File: config.mk
export PLATFORM = sky130hd
export DESIGN_NAME = ttce_ctrl
export DESIGN_NICKNAME = d
export VERILOG_FILES = /design/src/hdl/ttce_pkg.sv /design/src/hdl/ttce_ctrl.sv
export SDC_FILE = /design/constraint.sdc
export NUM_CORES = 1
export LEC_CHECK = 0
export ABC_AREA = 1
export BUFFER_PORTS_ARGS = -buffer_cell sky130_fd_sc_hd__buf_2
export CAP_MARGIN = 20
export CORE_AREA = 2 2 39 41
export CTS_BUF_LIST = sky130_fd_sc_hd__clkbuf_2 sky130_fd_sc_hd__clkbuf_4 sky130_fd_sc_hd__clkbuf_8
export DETAILED_ROUTE_END_ITERATION = 10
export DIE_AREA = 0 0 41 43
export RECOVER_POWER = 25
export SYNTH_ARGS = -nofsm -noshare
export SYNTH_HDL_FRONTEND = slang
export SYNTH_SLANG_ARGS = --single-unit
File: constraint.sdc
create_clock -name clk -period 2.9 [get_ports clk]
set_input_delay 0.29 -clock clk [delete_from_list [all_inputs] [get_ports clk]]
set_output_delay 0.29 -clock clk [all_outputs]
set_load 0.05 [all_outputs]
File: src/hdl/ttce_pkg.sv
// ----------------------------------------------------------------------------
// ttce_pkg
// Shared types and codes of the terminal cursor engine: request payloads,
// request codes, control character codes, controller states and the
// command and status bundles between controller and datapath.
// ----------------------------------------------------------------------------
`default_nettype none

package ttce_pkg;

	localparam logic [1:0] REQ_PUT   = 2'd0;
	localparam logic [1:0] REQ_READ  = 2'd1;
	localparam logic [1:0] REQ_CLEAR = 2'd2;

	localparam logic [7:0] CH_BS    = 8'd8;
	localparam logic [7:0] CH_TAB   = 8'd9;
	localparam logic [7:0] CH_NL    = 8'd10;
	localparam logic [7:0] CH_CR    = 8'd13;
	localparam logic [7:0] CH_SPACE = 8'd32;

	localparam logic [2:0] TAB_STEP = 3'd4;

	typedef struct packed {
		logic [1:0] req_type;
		logic [7:0] char_code;
		logic [4:0] read_row;
		logic [5:0] read_col;
	} in_item_t;

	typedef struct packed {
		logic [5:0] out_cursor_col;
		logic [4:0] out_cursor_row;
		logic [7:0] out_view_row;
		logic       scrolled;
		logic [7:0] read_data;
	} out_item_t;

	typedef enum logic [2:0] {
		ST_INIT,
		ST_IDLE,
		ST_BASE,
		ST_WRITE,
		ST_READ,
		ST_CLEAR,
		ST_DONE
	} state_t;

	typedef struct packed {
		logic latch;
		logic calc_base;
		logic write_cell;
		logic read_cell;
		logic clear_step;
		logic load_out;
	} ctrl_cmd_t;

	typedef struct packed {
		logic [1:0] in_req;
		logic       in_cr;
		logic       in_rd_ok;
		logic       req_is_read;
		logic       is_tab;
		logic       tab_last;
		logic       clr_last;
	} dp_status_t;

endpackage

`default_nettype wire

File: src/hdl/ttce_ctrl.sv
// ----------------------------------------------------------------------------
// ttce_ctrl
// Controller state machine: request handshake, sequencing of the address,
// write, read and clear steps, and the output valid flag.
// ----------------------------------------------------------------------------
`default_nettype none

module ttce_ctrl (
	input  wire logic                 clk,
	input  wire logic                 arst_n,
	input  wire logic                 in_valid,
	output logic                      in_ready,
	output logic                      out_valid,
	input  wire logic                 out_ready,
	input  wire ttce_pkg::dp_status_t status,
	output ttce_pkg::ctrl_cmd_t       cmd
);
	import ttce_pkg::*;

	state_t state_q;
	state_t state_d;
	logic   out_valid_q;

	always_ff @(posedge clk or negedge arst_n) begin
		if (!arst_n) begin
			state_q     <= ST_INIT;
			out_valid_q <= 1'b0;
		end else begin
			state_q <= state_d;
			if (cmd.load_out) begin
				out_valid_q <= 1'b1;
			end else if (out_ready) begin
				out_valid_q <= 1'b0;
			end
		end
	end

	always_comb begin
		cmd      = '0;
		state_d  = state_q;
		in_ready = 1'b0;
		case (state_q)
			ST_IDLE: begin
				in_ready = 1'b1;
				if (in_valid) begin
					cmd.latch = 1'b1;
					case (status.in_req)
						REQ_PUT:   state_d = status.in_cr ? ST_DONE : ST_BASE;
						REQ_READ:  state_d = status.in_rd_ok ? ST_BASE : ST_DONE;
						REQ_CLEAR: state_d = ST_CLEAR;
						default:   state_d = ST_DONE;
					endcase
				end
			end
			ST_BASE: begin
				cmd.calc_base = 1'b1;
				state_d       = status.req_is_read ? ST_READ : ST_WRITE;
			end
			ST_WRITE: begin
				cmd.write_cell = 1'b1;
				state_d        = (status.is_tab && !status.tab_last) ? ST_BASE : ST_DONE;
			end
			ST_READ: begin
				cmd.read_cell = 1'b1;
				state_d       = ST_DONE;
			end
			ST_INIT: begin
				cmd.clear_step = 1'b1;
				if (status.clr_last) begin
					state_d = ST_IDLE;
				end
			end
			ST_CLEAR: begin
				cmd.clear_step = 1'b1;
				if (status.clr_last) begin
					state_d = ST_DONE;
				end
			end
			ST_DONE: begin
				if (!out_valid_q || out_ready) begin
					cmd.load_out = 1'b1;
					state_d      = ST_IDLE;
				end
			end
			default: begin
				state_d = ST_IDLE;
			end
		endcase
	end

	assign out_valid = out_valid_q;

	// A pending result is never overwritten by the next one.
	a_no_overwrite: assert property (@(posedge clk) disable iff (!arst_n)
		cmd.load_out |-> (!out_valid_q || out_ready))
		else $error("result register loaded while a result was pending");

	// Every accepted request moves the controller out of the idle state.
	a_accept_leaves_idle: assert property (@(posedge clk) disable iff (!arst_n)
		(in_valid && in_ready) |=> (state_q != ST_IDLE))
		else $error("accepted request did not start work");

	// A clear request ends with a result, not a silent return to idle.
	a_clear_reports: assert property (@(posedge clk) disable iff (!arst_n)
		(state_q == ST_CLEAR && status.clr_last) |=> (state_q == ST_DONE))
		else $error("clear sweep did not produce a result");

endmodule

`default_nettype wire

==> results.md, run 1 <==
* Hold Path Stages at 2
* Final HPWL DP at 721.4 um
* DIE WIDTH at 41 um
* Max_slew headroom at 83.58%
* Sw Pwr at 404.9 uW
* CTS Root Cell: clkbuf_4
* Mapped Area at 380.4 um^2
* Final setup violating endpoints at 0
* Full die area at 1763 um^2
* PwrDens at 1260 nW/um^2
* Endpoint, Worst Hold: out_valid$_DFFE_PN0P_
* Antenna-violating nets left at 0
* Synth area leaders: dfrtp_1 26%, nand2_1 22%, inv_1 13%
* Reg power frac at 19.3%
* Setup WS post-layout at 1306 ps
* Worst setup EP type: output port
* Synthesis-to-finish area growth at 38.49%
* Busiest metal layer after global routing: met2
* Hold wc startpoint: out_ready
* Syn_area_per_cell at 5.513 um^2
* Worst reg2reg path depth at 8
* Commonest cells after routing, fill and taps aside: 22 x nand2_1, 18 x buf_2, 13 x inv_1
* Area share of fa/ha/maj cells after synthesis at 0%
* # DRC at 0
* Yosys cell types at 11
* Commonest non-fill, non-tap cell in the layout: nand2_1
* Crit path kind: flop to output port
* Req. time, crit path at 2610 ps
* Global-route wire length before repair at 1.373 mm
* Register area share after synthesis at 26.32%
* Switching power share of the total at 60.99%
* Clk buf depth at 2
* All-Layer GR Usage at 10.81%
* Hold Crit Class: input port to flop
* Clk_lat worst skew at 230 ps
* Grt met3 use at 0%
* Max Transition Viols Final at 0
* Clock power frac at 9.9%
* Post-CTS Hold Buffers at 1
* WP buf/inv at 2
* Port bufs at 19
* Final-report hold violation count at 0
* Combinational Power Share at 70.8%
* Total gr overflow at 0
* Compound-gate portion of the synthesized area at 1.316%
* Leakage at 0.0003540 uW
* # diodes at 0
* RePlAce Congestion at 0.7748
* 1st-pass router iterations at 4
* Top delay family on crit path: flip-flops
* Final nets at 106
* Largest family of logic cells by synthesized area: simple AND/OR/NAND/NOR gates
* Worst path cell trace: inv_2 -> nand2_2 -> nor2_2 -> buf_2
* Worst Skew at 0.5828 ps
* CTS tree: yes
* Worst slew pin tran at 248.1 ps
* Final Core Density at 38.07%
* Fraction of layout cells with a size suffix above 1 at 29.35%
* DP Worst Slack at 1546 ps
* Via Count at 475
* Critical path's slowest cell: dfrtp_1
* TritonCTS buffer count at 3
* Post-CTS Setup Bufs at 0
* Routed length per placed instance at 7.769 um
* Antenna violations before repair at 0
* Seq cells post-synth at 4
* Io pins at 20
* Mux contribution to synthesized area at 0%
* CP Launch Type: flop
* Initial core utilization at 27.49%
* Max-cap violations at 0
* Peak VDD IR at 0.2980 mV
* RSZ-0062 raised after global routing: false
* WL final at 839 um
* Global routing usage on met2 at 18.44%
* Post-synth top area cell: dfrtp_1
* Synth Area in XOR/XNOR at 0%
* Reg2Reg Setup Slack at 1690 ps
* H-tree depth at 1
* Setup TNS Final at 0 ps
* Worst R2R End: state_q[0]$_DFFE_PN0P_
* Outcome: finished, final reports clean
* Fillers at 168
* Post_cts resized at 0
* Crit path DAT at 1300 ps
* Largest net degree at the start of global routing at 8
* Core region area at 1384 um^2
* Clock sink count at 4
* Via density at 4.398
* Syn Inst Count at 69
* Int Power at 259.0 uW
* Vias in the first global route at 405
* Clk pin slew, worst setup/hold paths at 40 ps
* Tcrit/Tclk final at 54.96%
* Met1 Track Usage GR at 13.77%
* RR Startpoint: state_q[2]$_DFFE_PN0P_
* Number of DRC markers in iteration 0 at 9
* Die Ht at 43 um
* Simple-Gate Fraction of Synth Area at 58.55%
* Overall Power at 663.9 uW
* CP Max Fanout at 7
* Row count at 14
* Final min period at 1594 ps
* Fmax at 627.4 MHz
* Synth Warn # at 0
* Slowest stage delay, CP at 440 ps
* Post-Syn Nets at 81
* Post-synth top area share at 26.32%
[how the worst max path moves through the flow]
stage,start,endpoint,slack [ps],cells after the start
finish,state_q[2]$_DFFE_PN0P_,in_ready,1310,4
global route,state_q[2]$_DFFE_PN0P_,cmd[5],1200,4
CTS,state_q[2]$_DFFE_PN0P_,in_ready,1300,4
detailed placement,state_q[2]$_DFFE_PN0P_,in_ready,1550,4
global placement,state_q[1]$_DFFE_PN0P_,cmd[5],1560,4
floorplan,out_valid$_DFFE_PN0P_,cmd[0],1230,3
[power by group through the flow]
stage	combinational, uW	clock [uW]	sequential, uW
after floorplan	362	0	142
after global placement	472	0	127
after detailed placement	474	0	128
after CTS	476	68.4	127
after global routing	526	71.3	133
final	470	65.6	128
[cell type report]
class / count / area (um^2) / share of cell area (%)
multi-input cells: 51 / 227.7 / 43.23
repair buffers: 20 / 103.9 / 19.72
flip-flops and latches: 4 / 100.1 / 19.00
inverters: 14 / 52.55 / 9.976
clock buffers: 3 / 22.52 / 4.276
well taps: 16 / 20.02 / 3.800
[cell usage after synthesis]
cell type / n
nor2_2: 2
nand2_1: 22
nand3_1: 8
inv_2: 1
dfrtp_1: 4
o21ai_0: 1
nor2_1: 11
nand2_2: 3
nand4_1: 2
nand3b_1: 2
inv_1: 13
[through the flow]
stage / hold slack, ps / std cells / area (um^2)
floorplan: -5.591 / 69 / 380.4
global placement: 97.69 / 104 / 495.5
detailed placement: 95.69 / 104 / 495.5
CTS: 264.6 / 108 / 528.0
global route: 284.6 / 108 / 526.8
finish: 274.7 / 108 / 526.8
[metal layers]
layer | share of wire [%] | wire length [um]
met5 | 0 | 0
met4 | 0 | 0
met3 | 3.1 | 26
met2 | 50 | 418
met1 | 47 | 395
[registers in the layout, indices dropped and copies added, names as in the netlist]
| name | cells |
|---|---|
| out_valid | 1 |
| state_q | 3 |
[cells by family after synthesis]
logic type	after synthesis
AOI/OAI and AO/OA	1
buffers and inverters	14
DFF	4
and+or+nand+nor	50
(Power assumes the default switching activity.)
==> run 2, diff against run 1 <==
Clock period 2.9 ns to 1.5 ns, I/O delays scaled along.
==> results.md, run 2 (same netlist as run 1, synthesis figures left out) <==
* # diodes at 0 (unchanged)
* Peak VDD IR at 0.8803 mV (was 0.2980 mV)
* Via density at 4.620 (was 4.398)
* All-Layer GR Usage at 12.22% (was 10.81%)
* Final min period at 1429 ps
* Outcome: finished, final reports clean (unchanged)
* Placed Instance Area at 503.0 um^2 (was 495.5 um^2)
* Crit path kind: flop to output port (unchanged)
* Hold Crit Class: input port to flop (unchanged)
* Total gr overflow at 0 (unchanged)
* Final-report hold violation count at 0 (unchanged)
* Global-route wire length before repair at 1.538 mm (was 1.373 mm)
* Commonest cells after routing, fill and taps aside: 22 x nand2_1, 13 x inv_1, 13 x buf_2 (was 22 x nand2_1, 18 x buf_2, 13 x inv_1)
* Initial core utilization at 27.49% (unchanged)
* # DRC at 0 (unchanged)
* Final HPWL DP at 771.4 um (was 721.4 um)
* Worst slew pin tran at 253.8 ps (was 248.1 ps)
* Io pins at 20 (unchanged)
* Final nets at 106 (unchanged)
* Post-route cell area at 548.0 um^2 (was 526.8 um^2)
* Leakage at 0.0003524 uW (was 0.0003540 uW)
* Final setup violating endpoints at 0 (unchanged)
* Max Transition Viols Final at 0 (unchanged)
* Routed length per placed instance at 8.546 um (was 7.769 um)
* Number of DRC markers in iteration 0 at 15 (was 9)
* Crit path DAT at 1280 ps (was 1300 ps)
* Port bufs at 19 (unchanged)
* WL final at 923 um (was 839 um)
* Commonest non-fill, non-tap cell in the layout: nand2_1 (unchanged)
* Clock sink count at 4 (unchanged)
* Largest net degree at the start of global routing at 8 (unchanged)
* Fmax at 699.6 MHz
* CP Max Fanout at 7 (unchanged)
* Largest register FFs at 3 (unchanged)
* Max-cap violations at 0 (unchanged)
* CP Launch Type: flop (unchanged)
* Req. time, crit path at 1350 ps (was 2610 ps)
* Worst Skew at 1.329 ps (was 0.5828 ps)
* CTS tree: yes (unchanged)
* Die Ht at 43 um (unchanged)
* Row count at 14 (unchanged)
* PwrDens at 2452 nW/um^2 (was 1260 nW/um^2)
* Full die area at 1763 um^2 (unchanged)
* Worst setup EP type: output port (unchanged)
* Core region area at 1384 um^2 (unchanged)
* CTS Root Cell: clkbuf_4 (unchanged)
* TritonCTS buffer count at 3 (unchanged)
* Tcrit/Tclk final at 95.29%
* Clk pin slew, worst setup/hold paths at 30 ps (was 40 ps)
* DP Worst Slack at 278.9 ps (was 1546 ps)
* Final Core Density at 39.60% (was 38.07%)
* DIE WIDTH at 41 um (unchanged)
* Synthesis-to-finish area growth at 44.08% (was 38.49%)
* RePlAce Congestion at 0.7649 (was 0.7748)
* H-tree depth at 1 (unchanged)
* Fraction of layout cells with a size suffix above 1 at 31.52% (was 29.35%)
* Setup WS post-layout at 70.67 ps (was 1306 ps)
* Via Count at 499 (was 475)
* Antenna violations before repair at 0 (unchanged)
* Clk buf depth at 2 (unchanged)
* WHS at 134.2 ps (was 274.7 ps)
* 1st-pass router iterations at 4 (unchanged)
* Max_slew headroom at 83.08% (was 83.58%)
* Antenna-violating nets left at 0 (unchanged)
* Clk_lat worst skew at 230 ps (about the same)
* Biggest register: state_q (unchanged)
* Vias in the first global route at 397 (was 405)
[run 2: worst max-delay path: stages, from the launching register on]
cell      delay (ps)
dfrtp_1          450
nor2_1           210
nand2_1           70
nand2_1           90
clkbuf_4         230
[run 2: what timing repair did]
action	CTS	global route
resized for setup	0	7
hold buffers	1	0
buffers inserted	0	0
endpoints found under the hold margin	4	0
setup endpoints to repair	0	5
[run 2: path summary, 6_finish.rpt]
check,start,end,slack [ps],cells after the start
worst min-delay path,out_ready,out_valid$_DFFE_PN0P_,130,2
max in group asynchronous,arst_n,state_q[2]$_DFFE_PN0P_,1020,2
worst max register to register,state_q[1]$_DFFE_PN0P_,state_q[1]$_DFFE_PN0P_,300,7
worst min register to register,out_valid$_DFFE_PN0P_,out_valid$_DFFE_PN0P_,560,2
min in group asynchronous,arst_n,state_q[0]$_DFFE_PN0P_,280,2
worst max-delay path,state_q[0]$_DFFE_PN0P_,cmd[1],70,4
[run 2: power by group]
part           internal (uW)  leakage (uW)  total [uW]  switching, uW
combinational            281      0.000290         962            681
sequential               169     0.0000486         255           86.0
clock                   89.1     0.0000138         127           38.1
total                    539      0.000352        1340            805
[run 2: layer usage]
layer / GRT usage (%) / routed length (um)
met1: 17.70 / 415
met2: 19.06 / 453
met3: 0 / 54
met4: 4.000 / 0
met5: 0 / 0
[run 2: cell type report]
cell class                 instances  area [um^2]
tap                               16        20.02
sequential                         4        101.3
timing repair buffer              20        116.4
inverter                          14        52.55
multi-input combinational         51        235.2
clock buffer                       3        22.52
fill                             159        835.8
[run 2: through the flow]
stage               std cells  total power (uW)  setup TNS [ps]
floorplan                  69             991.6               0
global placement          104              1180               0
detailed placement        104              1185               0
CTS                       108              1318               0
global route              108              1463          -3.797
finish                    108              1344               0
==> run 3, diff against run 2 <==
Settings changed: PLACE_DENSITY set to 0.54.
==> results.md, run 3 (same netlist as run 1, synthesis figures left out) <==
* Slowest stage delay, CP at 450 ps (about the same)
* CTS tree: yes (unchanged)
* Hold Crit Class: input port to flop (unchanged)
* Crit path DAT at 1260 ps (was 1280 ps)
* DP Worst Slack at 271.4 ps (was 278.9 ps)
* Post-route cell area at 549.3 um^2 (was 548.0 um^2)
* Full die area at 1763 um^2 (unchanged)
* Row count at 14 (unchanged)
* Crit path kind: flop to output port (unchanged)
* Clock power frac at 9.6% (was 9.5%)
* # DRC at 0 (unchanged)
* Clock sink count at 4 (unchanged)
* Commonest cells after routing, fill and taps aside: 22 x nand2_1, 13 x inv_1, 12 x buf_2 (was 22 x nand2_1, 13 x inv_1, 13 x buf_2)
* Number of DRC markers in iteration 0 at 8 (was 15)
* All-Layer GR Usage at 12.73% (was 12.22%)
* # diodes at 0 (unchanged)
* Global-route wire length before repair at 1.504 mm (was 1.538 mm)
* Final HPWL DP at 718.8 um (was 771.4 um)
* Placed Instance Area at 503.0 um^2 (unchanged)
* Clk pin slew, worst setup/hold paths at 30 ps (about the same)
* Final-report hold violation count at 0 (unchanged)
* Int Power at 541.6 uW (was 538.8 uW)
* Clk buf depth at 2 (unchanged)
* Die Ht at 43 um (unchanged)
* Synthesis-to-finish area growth at 44.41% (was 44.08%)
* Switching power share of the total at 59.56% (was 59.91%)
* Reg power frac at 18.3% (was 18.9%)
* Combinational Power Share at 72.0% (was 71.6%)
* RSZ-0062 raised after global routing: false
* Final Core Density at 39.69% (was 39.60%)
* Outcome: finished, final reports clean (unchanged)
* Largest register FFs at 3 (unchanged)
* Antenna violations before repair at 0 (unchanged)
* PwrDens at 2438 nW/um^2 (was 2452 nW/um^2)
* CP Launch Type: flop (unchanged)
* Leakage at 0.0003536 uW (was 0.0003524 uW)
* Max_slew headroom at 83.41% (was 83.08%)
* Clk_lat worst skew at 230 ps (about the same)
* Vias in the first global route at 403 (was 397)
* Io pins at 20 (unchanged)
* 1st-pass router iterations at 3 (was 4)
* Biggest register: state_q (unchanged)
* Via Count at 462 (was 499)
* Fraction of layout cells with a size suffix above 1 at 30.43% (was 31.52%)
* Via density at 4.278 (was 4.620)
* WP buf/inv at 2 (was 1)
* Tcrit/Tclk final at 94.13% (was 95.29%)
* DIE WIDTH at 41 um (unchanged)
* Max-cap violations at 0 (unchanged)
* CP Max Fanout at 7 (unchanged)
* Placed cells at 104 (unchanged)
* TritonCTS buffer count at 3 (unchanged)
* Worst slew pin tran at 248.8 ps (was 253.8 ps)
* RePlAce Congestion at 0.7136 (was 0.7649)
* Antenna-violating nets left at 0 (unchanged)
* Routed length per placed instance at 7.815 um (was 8.546 um)
* Total gr overflow at 0 (unchanged)
* Sw Pwr at 797.5 uW (was 805.2 uW)
* Peak VDD IR at 0.7500 mV (was 0.8803 mV)
* Worst Skew at 2.194 ps (was 1.329 ps)
* Final min period at 1412 ps (was 1429 ps)
* Req. time, crit path at 1350 ps (about the same)
* Fillers at 161 (was 159)
* Worst path cell trace: inv_1 -> nand3_1 -> nor2_1 -> buf_4 (was nor2_1 -> nand2_1 -> nand2_1 -> clkbuf_4)
* WL final at 844 um (was 923 um)
* Final nets at 106 (unchanged)
* H-tree depth at 1 (unchanged)
* Largest net degree at the start of global routing at 8 (unchanged)
* Setup TNS Final at 0 ps (unchanged)
* Core region area at 1384 um^2 (unchanged)
* Fmax at 708.3 MHz (was 699.6 MHz)
* Critical path's slowest cell: dfrtp_1 (unchanged)
* Final setup violating endpoints at 0 (unchanged)
* Setup WS post-layout at 88.12 ps (was 70.67 ps)
* Post-CTS Setup Bufs at 0 (unchanged)
* Max Transition Viols Final at 0 (unchanged)
* Top delay family on crit path: flip-flops (unchanged)
* Initial core utilization at 27.49% (unchanged)
* Commonest non-fill, non-tap cell in the layout: nand2_1 (unchanged)
* Worst setup EP type: output port (unchanged)
* Fin cells at 108 (unchanged)
* Port bufs at 19 (unchanged)
* CTS Root Cell: clkbuf_4 (unchanged)
[run 3: changes by cell type in the layout (fill, tap and decap cells not counted)]
cell and delta:
buf_2 -1, buf_4 +1, dfrtp_1 +1, dfrtp_2 -1
[run 3: final timing paths]
| check | from | to | slack, ps | depth (start not counted) |
|---|---|---|---|---|
| setup / recovery | state_q[1]$_DFFE_PN0P_ | cmd[5] | 90 | 4 |
| hold / removal | out_ready | out_valid$_DFFE_PN0P_ | 130 | 2 |
| setup reg to reg | state_q[1]$_DFFE_PN0P_ | state_q[1]$_DFFE_PN0P_ | 280 | 7 |
| hold reg to reg | out_valid$_DFFE_PN0P_ | out_valid$_DFFE_PN0P_ | 560 | 2 |
| max in group asynchronous | arst_n | state_q[1]$_DFFE_PN0P_ | 1040 | 2 |
| min in group asynchronous | arst_n | state_q[2]$_DFFE_PN0P_ | 280 | 2 |
[run 3: layout make-up]
type                    count  area [um^2]  share of cell area, %
clock buffers               3        22.52                  4.100
inverters                  14        52.55                  9.567
multi-input cells          51        235.2                  42.82
flip-flops and latches      4        100.1                  18.22
well taps                  16        20.02                  3.645
repair buffers             20        118.9                  21.64
[run 3: worst reg2reg max path, stage by stage, from the launching register on]
cell	delay [ps]
dfrtp_1	470
inv_1	110
nand3_1	100
nand2_1	80
nor2_1	130
nand3b_1	100
nand2_1	70
nand2_1	40
[run 3: routing by layer]
| layer | up-vias | GRT usage [%] | share of wire (%) |
|---|---|---|---|
| li1 | 258 | - | - |
| met4 | 0 | 8.000 | 0 |
| met1 | 200 | 17.05 | 45 |
| met5 | - | 0 | 0 |
| met2 | 4 | 17.50 | 53 |
| met3 | 0 | 3.141 | 2.0 |
[run 3: power by group through the flow]
| stage | Combinational (uW) | Clock (uW) | Sequential [uW] |
|---|---|---|---|
| detailed placement | 930 | 0 | 248 |
| global route | 1070 | 137 | 260 |
| finish | 965 | 129 | 245 |
| global placement | 939 | 0 | 246 |
| CTS | 935 | 135 | 246 |
| floorplan | 713 | 0 | 278 |
[run 3: stage by stage]
| stage | hold WS (ps) | total power (uW) |
|---|---|---|
| 4_1_cts | 124.8 | 1316 |
| 6_report | 126.5 | 1339 |
| 3_3_place_gp | -42.56 | 1185 |
| 3_5_place_dp | -44.28 | 1179 |
| 2_1_floorplan | -145.6 | 991.6 |
| 5_1_grt | 158.6 | 1468 |
[run 3: timing repair]
item / CTS / global route
hold buffers: 1 / 0
endpoints found under the hold margin: 4 / 0
gates resized for setup: 0 / 8
setup endpoints to repair: 0 / 6
